==> src/rtl/kss_pkg.sv <==
// ----------------------------------------------------------------------------
// kss_pkg: shared types and constants for the knot span search block
// Word layouts, register indexes and the link carried along the knot cells.
// ----------------------------------------------------------------------------
package kss_pkg;

    localparam int VALUE_BITS    = 32;   // signed Q16.16 knot / parameter
    localparam int SLOT_BITS     = 5;
    localparam int SPAN_BITS     = 5;
    localparam int TOL_BITS      = 16;
    localparam int COUNT_BITS    = 6;
    localparam int ORDER_BITS    = 5;
    localparam int CFG_IDX_BITS  = 2;
    localparam int CFG_DATA_BITS = 16;

    localparam int MAX_KNOTS_DEF = 32;

    localparam int COUNT_MIN = 4;
    localparam int ORDER_MIN = 2;
    localparam int ORDER_MAX = 16;

    localparam logic [COUNT_BITS-1:0] COUNT_RST = 6'd32;
    localparam logic [ORDER_BITS-1:0] ORDER_RST = 5'd4;
    localparam logic [TOL_BITS-1:0]   TOL_RST   = 16'd1;

    // configuration register indexes
    localparam logic [CFG_IDX_BITS-1:0] CFG_KNOT_COUNT   = 2'd0;
    localparam logic [CFG_IDX_BITS-1:0] CFG_SPLINE_ORDER = 2'd1;
    localparam logic [CFG_IDX_BITS-1:0] CFG_SNAP_TOL     = 2'd2;

    typedef enum logic {
        OP_LOAD  = 1'b0,
        OP_QUERY = 1'b1
    } t_op;

    typedef logic signed [VALUE_BITS-1:0] t_val;

    typedef struct packed {
        t_op                  op;
        logic [SLOT_BITS-1:0] slot;
        t_val                 value;
    } t_in_word;

    typedef struct packed {
        logic [SPAN_BITS-1:0] span;
        logic                 outside;
    } t_out_word;

    // query token handed from cell to cell
    typedef struct packed {
        logic                 vld;
        t_val                 v;
        t_val                 prev;   // knot of the previous cell
        t_val                 klo;    // captured lower end knot
        t_val                 khi;    // captured upper end knot
        logic [SPAN_BITS-1:0] span;   // search result so far
    } t_link;

    typedef struct packed {
        logic is_lo;   // this cell holds the lower end knot
        logic is_hi;   // this cell holds the upper end knot
        logic pair;    // span (idx-1, idx) is inside the knot count
    } t_cell_sel;

    typedef struct packed {
        logic [TOL_BITS-1:0]  tol;
        logic [SPAN_BITS-1:0] lo_span;
        logic [SPAN_BITS-1:0] up_span;
    } t_fin_cfg;

    typedef struct packed {
        logic done;      // result moved to the output register
        logic pending;   // compare stage holds a query
    } t_fin_stat;

endpackage

==> src/rtl/kss_cell.sv <==
// ----------------------------------------------------------------------------
// kss_cell: one knot of the table
// Holds a knot, tests the span ending at it and passes the token on.
// ----------------------------------------------------------------------------
module kss_cell
    import kss_pkg::*;
#(
    parameter int CELL_IDX = 0
) (
    input  logic      i_clk,
    input  logic      i_rst_n,
    input  logic      i_wen,
    input  t_val      i_wdata,
    input  t_cell_sel i_sel,
    input  t_link     i_link,
    output t_link     o_link
);

    t_val  r_knot;
    t_link r_link;
    t_link n_link;
    logic  w_hit;

    always_comb begin
        w_hit  = i_sel.pair && (i_link.prev < i_link.v) && (i_link.v <= r_knot);
        n_link = i_link;
        n_link.prev = r_knot;
        if (w_hit) begin
            n_link.span = SPAN_BITS'(CELL_IDX - 1);
        end
        if (i_sel.is_lo) begin
            n_link.klo = r_knot;
        end
        if (i_sel.is_hi) begin
            n_link.khi = r_knot;
        end
    end

    always_ff @(posedge i_clk) begin
        if (i_wen) begin
            r_knot <= i_wdata;
        end
    end

    always_ff @(posedge i_clk) begin
        if (!i_rst_n) begin
            r_link.vld <= 1'b0;
        end else begin
            r_link <= n_link;
        end
    end

    assign o_link = r_link;

endmodule

==> config.mk <==
export PLATFORM = sky130hd
export DESIGN_NAME = kss_cell
export DESIGN_NICKNAME = d
export VERILOG_FILES = /design/src/rtl/kss_pkg.sv /design/src/rtl/kss_cell.sv
export SDC_FILE = /design/constraint.sdc
export NUM_CORES = 1
export LEC_CHECK = 0
export ABC_AREA = 0
export CAP_MARGIN = 20
export CORE_ASPECT_RATIO = 0.8
export CORE_UTILIZATION = 40
export DETAILED_ROUTE_END_ITERATION = 10
export DONT_BUFFER_PORTS = 1
export HOLD_SLACK_MARGIN = 0.12
export PLACE_DENSITY = 0.5
export SYNTH_ARGS = -nofsm -noshare
export SYNTH_HDL_FRONTEND = slang
export SYNTH_SLANG_ARGS = --single-unit
==> constraint.sdc <==
create_clock -name i_clk -period 6.2 [get_ports i_clk]
set_clock_uncertainty 0.1 [all_clocks]
set_input_delay 1.86 -clock i_clk [delete_from_list [all_inputs] [get_ports i_clk]]
set_output_delay 1.86 -clock i_clk [all_outputs]
set_load 0.02 [all_outputs]
==> results by group <==
Floorplanning
  • DIE AREA: around 0.019 mm²
  • Initial Util: 0.4084
  • Ports: ~300
  • Die height: between 100 and 150 µm
  • Die Span X: 154.3 µm
  • Site row count: 44
  • Placeable Area: between 0.015 and 0.02 mm²

Logic synthesis
  • Synthesized area per cell: about 16 µm²
  • Cell accounting for the most synthesized area: edfxtp_1
  • Synth Area in Simple Gates: 0.04081
  • Primary FF master, synth: edfxtp_1
  • Most common cell in the netlist: edfxtp_1
  • Post-synth EDFFs: about 170
  • Synthesized area: about 0.0074 mm²
  • Synth Instances: between 400 and 500
  • Top cells by area, synth: edfxtp_1, ha_1, mux2_2
  • Multiplexer share of the synthesized area: 0.09713
  • Synthesis-stage register bit count: ~170
  • Register area share after synthesis: 0.6705
  • Asr flop ratio synth: 0
  • Post-Synth Adder-Cell Area: 0.1062
  • Commonest cells in the synthesized netlist: edfxtp_1, inv_1, mux2_2, ha_1, a21oi_1
  • Synth Area in XOR/XNOR: 0
  • Yosys cell types: 35
  • Syn nets: about 710
  • Ys Warns: 0
  • Largest family of logic cells by synthesized area: adder cells
  • Share of the synthesized area in the top cell type: 0.6678
  • Complex-gate fraction of the synthesized area: 0.04840

Hold path
  • Hold Path End: o_link[74]
  • Hold Crit Start: r_knot[5]
  • Min-Delay Path Depth: 0
  • Worst Hold Class: reg2reg

Clock tree
  • Clk_lat worst skew: between 0.4 and 0.5 ns
  • Hold_buf cts: 0
  • # Post-CTS Setup Buffers: 0
  • H-tree lvl count: 4
  • CTS tree: done
  • Clock Pin Slew Worst Setup and Hold Paths: around 0.070 ns
  • Num CTS Buffers: 17
  • Max Root-Sink Buffers: 2
  • Post_cts resized: 0
  • Clk sinks: between 150 and 200
  • Root Buffer: clkbuf_16

Worst setup path
  • Data required time at the worst endpoint: about 6.3 ns
  • FF-to-FF End: o_link[3]
  • FF-to-FF Start: r_knot[15]
  • Worst-path fanout max: 5
  • FF-to-FF path depth: 9
  • Reg-to-reg slack, setup: between 3 and 4 ns
  • Crit Path Class: in2reg
  • CP arrival: around 3.7 ns
  • Worst Setup Start Kind: primary input
  • CP Capture Type: register

Routing
  • Total wire length: approximately 17 mm
  • DRC viols: 0
  • Vias: slightly below 4000
  • Met2 WL: 8.182 mm
  • Vias/cell: 5.302
  • Drt first pass iters: 4
  • WL met1: between 7 and 8 mm
  • DR iter-0 viols: roughly 200
  • Antenna Nets Post-Route: 0
  • Routed wl met3: between 1.5 and 2 mm
  • DR top layer: met4
  • Per-cell routed wire length: 23.27 µm

Pwr
  • Leak: 3.174 nW
  • Int Pwr: between 0.0015 and 0.002 W
  • Switch share: 0.2417
  • Worst vdd ir: ~0.16 mV
  • Clk pwr share: 0.381
  • Net Switching: 0.0006366 W
  • Post-route total power: 0.002634 W
  • Combinational group share of total power: 0.061
  • Pwr dens: 319.4 mW/mm²
  • Register share of total power: 0.558

Global routing
  • Pin count of the biggest net entering global routing: 135
  • Grt total ovfl: 0
  • Vias in the first global route: approximately 3900
  • Initial antenna violation count: 2
  • Global Route Usage Sum: 0.1759
  • First-pass GRT wire length: approximately 24 mm

Placed design
  • HPWL after detailed placement: 12.37 mm
  • Placed inst area: 0.007677 mm²
  • Place WS: just over 2 ns
  • GPL Wtd Cong: between 0.7 and 0.8
  • Buffers on Ports: 0

Status
  • Status: finished, final reports clean

Timing
  • Setup_tns: 0 ns
  • Final hold vios: 0
  • Setup violators final: 0
  • Worst Tran Pin Value: approximately 0.37 ns
  • RSZ-0062 raised after global routing: false
  • Final min period: ~3.6 ns
  • Final-report max-slew violation count: 0
  • Final worst slack: between 2 and 3 ns
  • Slew Limit Headroom: 0.7507
  • Part of the cycle the worst path needs: 0.5801
  • F_max: 0.2780 GHz

Layout
  • Post-Layout Inst Area: about 0.008 mm²
  • Synth-to-Final Area Change: 11.13%
  • Ratio of cells with drive above 1 in the final layout: 0.2008
  • Fill cell count: ~1600
  • Nets: 720

Flow run
  • Max-cap viol count: 0
[flip-flops by register name (all words and copies together) (netlist names)]
signal and count:
r_knot 32, o_link 134
[layout by cell type, fill, tap and decap left out, types with 2 or more instances in the layout]
cell type	count
a211oi_1	3
a21o_1	3
a21oi_1	20
a221oi_1	3
and4_1	5
clkbuf_16	17
clkinv_2	3
clkinvlp_4	3
edfxtp_1	165
ha_1	63
inv_1	65
inv_6	4
mux2_2	64
nand2_1	13
nand2b_1	6
nand3_1	6
nand4_1	11
nor2_1	5
nor3_1	6
o211ai_1	2
o21a_1	2
o21ai_0	9
[cell type report]
cell class / instances / area [µm²] / area share
Antenna cell: 1 / 2.502 / 0.0003035
Clock buffer: 19 / 442.9 / 0.05372
Clock inverter: 13 / 122.6 / 0.01487
Inverter: 65 / 244.0 / 0.02959
Multi-Input combinational cell: 235 / 2171 / 0.2633
Sequential cell: 166 / 4975 / 0.6033
Tap cell: 230 / 287.8 / 0.03490
[power groups by stage]
stage          logic, W  clock network, W  registers, W
6_report       0.000160           0.00100       0.00147
5_1_grt        0.000183           0.00108       0.00148
4_1_cts        0.000162           0.00104       0.00147
3_5_place_dp   0.000161                 0       0.00149
3_3_place_gp   0.000156                 0       0.00149
2_1_floorplan  0.000134                 0       0.00147
[routing by layer]
layer | global-route usage | up-vias
li1 | - | 1809
met5 | 0 | -
met1 | 0.2134 | 1862
met2 | 0.2790 | 180
met4 | 0.06250 | 0
met3 | 0.07898 | 14
[how the worst max path moves through the flow]
stage,startpoint,end,slack (ns)
global route,i_link[115],o_link[2],2.45
detailed placement,i_link[115],o_link[3],2.08
global placement,i_link[115],o_link[2],2.14
CTS,i_link[115],o_link[3],2.53
floorplan,i_link[130],o_link[0],2.47
finish,i_link[115],o_link[3],2.60
[worst max-delay path: stages]
cell,delay [ns]
ha_1,0.30
nand4_1,0.20
nor3_1,0.30
a21bo_2,0.27
o211ai_1,0.16
a2111oi_4,0.13
o211ai_2,0.32
nand2b_1,0.10
[stage by stage]
stage / cells / util / hold slack (ns)
after detailed placement: 696 / 0.4226 / 0.3858
after CTS: 728 / 0.4537 / 0.4007
after global placement: 696 / 0.4226 / 0.3868
after floorplan: 474 / - / 0.3616
final: 729 / 0.4539 / 0.4023
after global routing: 729 / 0.4539 / 0.4173
[cells by family (layout without fill, tap and decap cells)]
kind of cell,count (synthesis),count (layout)
flip-flops,166,166
multiplexers,64,64
buffers and inverters,73,97
AO/OA/AOI/OAI,52,52
other,0,1
AND/OR/NAND/NOR,56,56
adder cells (fa/ha/maj),63,63
Power figures use the tool's default switching activity.
