`config.mk`:
```
export PLATFORM = sky130hd
export DESIGN_NAME = kss_finish
export DESIGN_NICKNAME = d
export VERILOG_FILES = /design/src/rtl/kss_pkg.sv /design/src/rtl/kss_finish.sv
export SDC_FILE = /design/constraint.sdc
export NUM_CORES = 1
export LEC_CHECK = 0
export BUFFER_PORTS_ARGS = -buffer_cell sky130_fd_sc_hd__buf_2
export CAP_MARGIN = 20
export CORE_MARGIN = 8
export CORE_UTILIZATION = 35
export CTS_CLUSTER_DIAMETER = 80
export CTS_CLUSTER_SIZE = 14
export DETAILED_ROUTE_END_ITERATION = 6
export RECOVER_POWER = 50
export SYNTH_ARGS = -nofsm -noshare
export SYNTH_HDL_FRONTEND = slang
export SYNTH_SLANG_ARGS = --single-unit
export TNS_END_PERCENT = 50
```
`constraint.sdc`:
```
create_clock -name i_clk -period 7.72 [get_ports i_clk]
set_clock_uncertainty 0.05 [all_clocks]
set_input_delay 0.772 -clock i_clk [delete_from_list [all_inputs] [get_ports i_clk]]
set_output_delay 0.772 -clock i_clk [all_outputs]
set_load 0.01 [all_outputs]
```
`src/rtl/kss_pkg.sv`:
```
// ----------------------------------------------------------------------------
// kss_pkg: shared types and constants for the knot span search block
// Word layouts, register indexes and the link carried along the knot cells.
// ----------------------------------------------------------------------------
package kss_pkg;

    localparam int VALUE_BITS    = 32;   // signed Q16.16 knot / parameter
    localparam int SLOT_BITS     = 5;
    localparam int SPAN_BITS     = 5;
    localparam int TOL_BITS      = 16;
    localparam int COUNT_BITS    = 6;
    localparam int ORDER_BITS    = 5;
    localparam int CFG_IDX_BITS  = 2;
    localparam int CFG_DATA_BITS = 16;

    localparam int MAX_KNOTS_DEF = 32;

    localparam int COUNT_MIN = 4;
    localparam int ORDER_MIN = 2;
    localparam int ORDER_MAX = 16;

    localparam logic [COUNT_BITS-1:0] COUNT_RST = 6'd32;
    localparam logic [ORDER_BITS-1:0] ORDER_RST = 5'd4;
    localparam logic [TOL_BITS-1:0]   TOL_RST   = 16'd1;

    // configuration register indexes
    localparam logic [CFG_IDX_BITS-1:0] CFG_KNOT_COUNT   = 2'd0;
    localparam logic [CFG_IDX_BITS-1:0] CFG_SPLINE_ORDER = 2'd1;
    localparam logic [CFG_IDX_BITS-1:0] CFG_SNAP_TOL     = 2'd2;

    typedef enum logic {
        OP_LOAD  = 1'b0,
        OP_QUERY = 1'b1
    } t_op;

    typedef logic signed [VALUE_BITS-1:0] t_val;

    typedef struct packed {
        t_op                  op;
        logic [SLOT_BITS-1:0] slot;
        t_val                 value;
    } t_in_word;

    typedef struct packed {
        logic [SPAN_BITS-1:0] span;
        logic                 outside;
    } t_out_word;

    // query token handed from cell to cell
    typedef struct packed {
        logic                 vld;
        t_val                 v;
        t_val                 prev;   // knot of the previous cell
        t_val                 klo;    // captured lower end knot
        t_val                 khi;    // captured upper end knot
        logic [SPAN_BITS-1:0] span;   // search result so far
    } t_link;

    typedef struct packed {
        logic is_lo;   // this cell holds the lower end knot
        logic is_hi;   // this cell holds the upper end knot
        logic pair;    // span (idx-1, idx) is inside the knot count
    } t_cell_sel;

    typedef struct packed {
        logic [TOL_BITS-1:0]  tol;
        logic [SPAN_BITS-1:0] lo_span;
        logic [SPAN_BITS-1:0] up_span;
    } t_fin_cfg;

    typedef struct packed {
        logic done;      // result moved to the output register
        logic pending;   // compare stage holds a query
    } t_fin_stat;

endpackage

```
`src/rtl/kss_finish.sv`:
```
// ----------------------------------------------------------------------------
// kss_finish: end-knot compare and result register
// Registers the range and snap compares, then picks span or outside.
// ----------------------------------------------------------------------------
module kss_finish
    import kss_pkg::*;
(
    input  logic      i_clk,
    input  logic      i_rst_n,
    input  t_link     i_link,
    input  t_fin_cfg  i_cfg,
    output logic      o_valid,
    input  logic      i_stall,
    output t_out_word o_data,
    output t_fin_stat o_stat
);

    logic [VALUE_BITS:0] w_d_lo;
    logic [VALUE_BITS:0] w_d_hv;
    logic [VALUE_BITS:0] w_d_k;
    logic [VALUE_BITS:0] w_tol;

    logic                 r_f1_vld;
    logic                 r_lt_lo, r_snap_lo;
    logic                 r_gt_hi_v, r_snap_hi_v, r_eq_hi_v, r_eq_lo_v;
    logic                 r_gt_hi_k, r_snap_hi_k, r_eq_hi_k;
    logic [SPAN_BITS-1:0] r_span;

    logic                 w_take;
    logic                 w_outside;
    logic [SPAN_BITS-1:0] w_span;

    logic      r_out_vld;
    t_out_word r_out;

    // differences one bit wider than the value, read only where positive
    assign w_d_lo = {i_link.klo[VALUE_BITS-1], i_link.klo} - {i_link.v[VALUE_BITS-1], i_link.v};
    assign w_d_hv = {i_link.v[VALUE_BITS-1], i_link.v} - {i_link.khi[VALUE_BITS-1], i_link.khi};
    assign w_d_k  = {i_link.klo[VALUE_BITS-1], i_link.klo}
                  - {i_link.khi[VALUE_BITS-1], i_link.khi};
    assign w_tol  = (VALUE_BITS + 1)'(i_cfg.tol);

    always_ff @(posedge i_clk) begin
        if (i_link.vld) begin
            r_lt_lo     <= i_link.v < i_link.klo;
            r_snap_lo   <= w_d_lo < w_tol;
            r_gt_hi_v   <= i_link.v > i_link.khi;
            r_snap_hi_v <= w_d_hv < w_tol;
            r_eq_hi_v   <= i_link.v == i_link.khi;
            r_eq_lo_v   <= i_link.v == i_link.klo;
            r_gt_hi_k   <= i_link.klo > i_link.khi;
            r_snap_hi_k <= w_d_k < w_tol;
            r_eq_hi_k   <= i_link.klo == i_link.khi;
            r_span      <= i_link.span;
        end
    end

    // snapped below -> value becomes klo; upper end test comes first
    always_comb begin
        w_outside = 1'b0;
        w_span    = r_span;
        if (r_lt_lo) begin
            if (!r_snap_lo) begin
                w_outside = 1'b1;
            end else if (r_gt_hi_k) begin
                if (r_snap_hi_k) begin
                    w_span = i_cfg.up_span;
                end else begin
                    w_outside = 1'b1;
                end
            end else if (r_eq_hi_k) begin
                w_span = i_cfg.up_span;
            end else begin
                w_span = i_cfg.lo_span;
            end
        end else if (r_gt_hi_v) begin
            if (r_snap_hi_v) begin
                w_span = i_cfg.up_span;
            end else begin
                w_outside = 1'b1;
            end
        end else if (r_eq_hi_v) begin
            w_span = i_cfg.up_span;
        end else if (r_eq_lo_v) begin
            w_span = i_cfg.lo_span;
        end
        if (w_outside) begin
            w_span = '0;
        end
    end

    assign w_take = r_f1_vld && (!r_out_vld || !i_stall);

    always_ff @(posedge i_clk) begin
        if (!i_rst_n) begin
            r_f1_vld  <= 1'b0;
            r_out_vld <= 1'b0;
        end else begin
            if (i_link.vld) begin
                r_f1_vld <= 1'b1;
            end else if (w_take) begin
                r_f1_vld <= 1'b0;
            end
            if (w_take) begin
                r_out_vld <= 1'b1;
            end else if (!i_stall) begin
                r_out_vld <= 1'b0;
            end
        end
    end

    always_ff @(posedge i_clk) begin
        if (w_take) begin
            r_out.span    <= w_span;
            r_out.outside <= w_outside;
        end
    end

    assign o_valid        = r_out_vld;
    assign o_data         = r_out;
    assign o_stat.done    = w_take;
    assign o_stat.pending = r_f1_vld;

endmodule

```
==> run metrics <==
status completed; worst hold slack 0.493 ns; Synth cell types 73; CTS clk-pin slew, worst paths 0.06 ns; Util after Layout 0.396; maximum vdd drop 0.0625 mV; CTS sink cnt 22; crit path capture r_snap_lo$_DFFE_PP_; TritonCTS Buffers 3; multi-input logic area 0.00670 mm²; share of post-route cells with drive strength above 1 0.130; RSZ-0062 raised after global routing false; CP Launch Point i_link[104]; CTS tree yes; drt total wl 28.5 mm; commonest cells after routing, fill and taps aside ha_1 (144), buf_2 (133), inv_1 (104), a21oi_1 (91), nand2_1 (80); Crit Path Category in -> reg; slowest CP cell or4_1; Final Max Tran Viols 0; port bufs 139; most common cell after layout, fill and taps aside ha_1; Antenna Nets Post-Route 0; Mapped Avg Cell Area 7.28 µm²; worst-margin pin slew 0.985 ns; Longest Clk Path Bufs 2; largest net degree at the start of global routing 16; Max stage delay on crit path 0.55 ns; number of synthesized flops with an enable pin 20; area delta synth->final 12.5%; YS warnings 0; Primary FF master, synth edfxtp_1; Vias 8613; core area 0.0224 mm²; total power 0.000992 W; Initial Util 0.352; DRT iter0 DRCs 699; DIE WIDTH 166 µm; Die Y 166 µm; initial antenna violation count 0; first-pass GRT wire length 44.2 mm; Post-Synthesis Cell Area 0.00787 mm²; Area contributors post-synth ha_1 (23%), edfxtp_1 (7.6%), a21oi_1 (5.8%); register area share after synthesis 0.0814; Die Area 0.0275 mm²; # diodes 0; io pins 172; grt ovf 0; worst reg2reg path depth 1; Worst slew margin 0.337; RR Startpoint r_f1_vld$_SDFFE_PN0P_; Pwr per Cell Area 112 mW/mm²; wire length per cell 19.3 µm; vias in the first global route 8330; Max-Cap Viols 0; clock insertion delay at the later pin of the skew report 0.25 ns; top cell type by total area after synthesis ha_1; Worst Path Required 7.65 ns; Setup Buffers After CTS 0; Vias per Instance 5.84; total negative slack 0 ns; crit path max fanout 5; CTS root buf clkbuf_16; critical path cell sequence buf_2 > inv_1 > ha_1 > a21o_1 > a21oi_1 > nand2_1 > a21o_1 > a21o_1 > a21o_1 > a21oi_1 > xnor2_1 > ha_1 > a21oi_1 > o21ai_0 > nor4_1 > o41ai_1 > a31oi_1 > nand4_1 > or4_1 > nor4_1 > nor4b_1; drt drc 0; post-synthesis async set-or-reset flop share 0; Syn Nets 1391; cts-stage hold buffer count 0; H-tree depth 1; #FFs+latches synth 22; final net count 1501; period utilisation layout 0.743; # rows 55; cts repair resizes 0; top cell type's share of synthesized area 0.229; Pre-Repair DR Iteration Count 5; fillers 2401; Seq. cell area 641 µm²; Final Hold Vio Count 0; most frequent CP cell a21o_1; GP Congestion 1.03; setup violators final 0; Setup crit start kind primary input; Syn Inst Count 1081; reg-to-reg slack, setup 6.14 ns; crit path capture type flop; Hold Crit Class reg -> reg; reg2reg end o_data[3]$_SDFFCE_PP0P_; worst path arrival time 5.67 ns; Total GRT Usage 0.195; LEAKAGE 4.23 nW; achievable frequency 174 MHz; Detail Placement HPWL 24.6 mm; crit path time final 5.73 ns
==> critical path, delay by kind of cell <==
| family | cells | cell delay (ns) |
|---|---|---|
| AO/OA/AOI/OAI | 10 | 2.09 |
| AND/OR/NAND/NOR | 6 | 2.02 |
| XOR/XNOR | 1 | 0.10 |
| buffers and inverters | 2 | 0.15 |
| adder cells (fa/ha/maj) | 2 | 0.52 |
==> cell usage after synthesis, drive strengths merged (4+ instances only) <==
cell / instances
o21a: 26
o41ai: 5
and2: 10
mux2i: 9
nor3: 29
a21oi: 91
xor2: 15
or2: 4
nor2: 74
o211ai: 18
a31oi: 14
xnor2: 45
o31a: 5
ha: 144
o32ai: 6
or3: 10
and3: 17
nand4: 31
edfxtp: 20
a21boi: 6
nand2b: 8
o221ai: 5
nand2: 80
clkbuf: 31
o31ai: 4
a2111oi: 10
nand3: 31
a211oi: 24
o21ai: 52
a21o: 40
and4: 7
mux2: 4
o21bai: 14
a31o: 6
nor2b: 18
o311ai: 4
inv: 104
nor4: 6
==> worst min path at each step <==
stage                                startpoint                    to  slack (ns)  depth (start not counted)
after detailed placement  r_f1_vld$_SDFFE_PN0P_  o_valid$_SDFFE_PN0P_        0.48                          2
after global placement    r_f1_vld$_SDFFE_PN0P_  o_valid$_SDFFE_PN0P_        0.47                          2
after floorplan           r_f1_vld$_SDFFE_PN0P_  o_valid$_SDFFE_PN0P_        0.45                          2
final                     r_f1_vld$_SDFFE_PN0P_  o_valid$_SDFFE_PN0P_        0.49                          2
after CTS                 r_f1_vld$_SDFFE_PN0P_  o_valid$_SDFFE_PN0P_        0.49                          2
after global routing      r_f1_vld$_SDFFE_PN0P_  o_valid$_SDFFE_PN0P_        0.54                          2
==> cells by family after synthesis <==
kind of cell,Yosys count,share of synthesized area
XOR/XNOR,60,0.0668
AO/OA/AOI/OAI,363,0.315
buffers and inverters,138,0.0670
AND/OR/NAND/NOR,338,0.216
adder cells (fa/ha/maj),147,0.237
flip-flops,22,0.0814
multiplexers,13,0.0172
==> sequential cells by signal (all words and copies together), names as in the netlist <==
signal	cells
r_eq_hi_v	1
r_snap_hi_v	1
r_lt_lo	1
r_eq_hi_k	1
o_valid	1
o_data	6
r_gt_hi_v	1
r_gt_hi_k	1
r_span	5
r_eq_lo_v	1
r_f1_vld	1
r_snap_lo	1
r_snap_hi_k	1
==> final cells by class <==
cell class / instances / share of cell area
Sequential cell: 22 / 0.0723
Clock inverter: 1 / 0.000424
Inverter: 104 / 0.0441
Tap cell: 285 / 0.0403
Timing Repair Buffer: 139 / 0.0777
Clock buffer: 3 / 0.00848
Multi-Input combinational cell: 921 / 0.757
==> report_power, final <==
group	internal, W	total [W]	switching, W
combinational	0.000304	0.000733	0.000429
sequential	0.000141	0.000147	0.00000604
clock	0.0000692	0.000111	0.0000420
==> stage by stage <==
step / worst slack, ns / instances / cell area, µm²
5_1_grt: 1.73 / 1475 / 8850
2_1_floorplan: 3.20 / 1081 / 7870
3_5_place_dp: 1.88 / 1471 / 8780
4_1_cts: 2.08 / 1475 / 8860
6_report: 1.99 / 1475 / 8850
3_3_place_gp: 1.92 / 1471 / 8780
==> metal layers <==
layer | track usage | up-vias | wire length (µm)
met5 | 0 | - | 0
met4 | 0.0545 | 0 | 750
met3 | 0.0300 | 41 | 1880
met2 | 0.315 | 357 | 12400
met1 | 0.264 | 3927 | 13500
li1 | - | 4288 | -
Note: power is estimated with default switching activity, not from simulation.
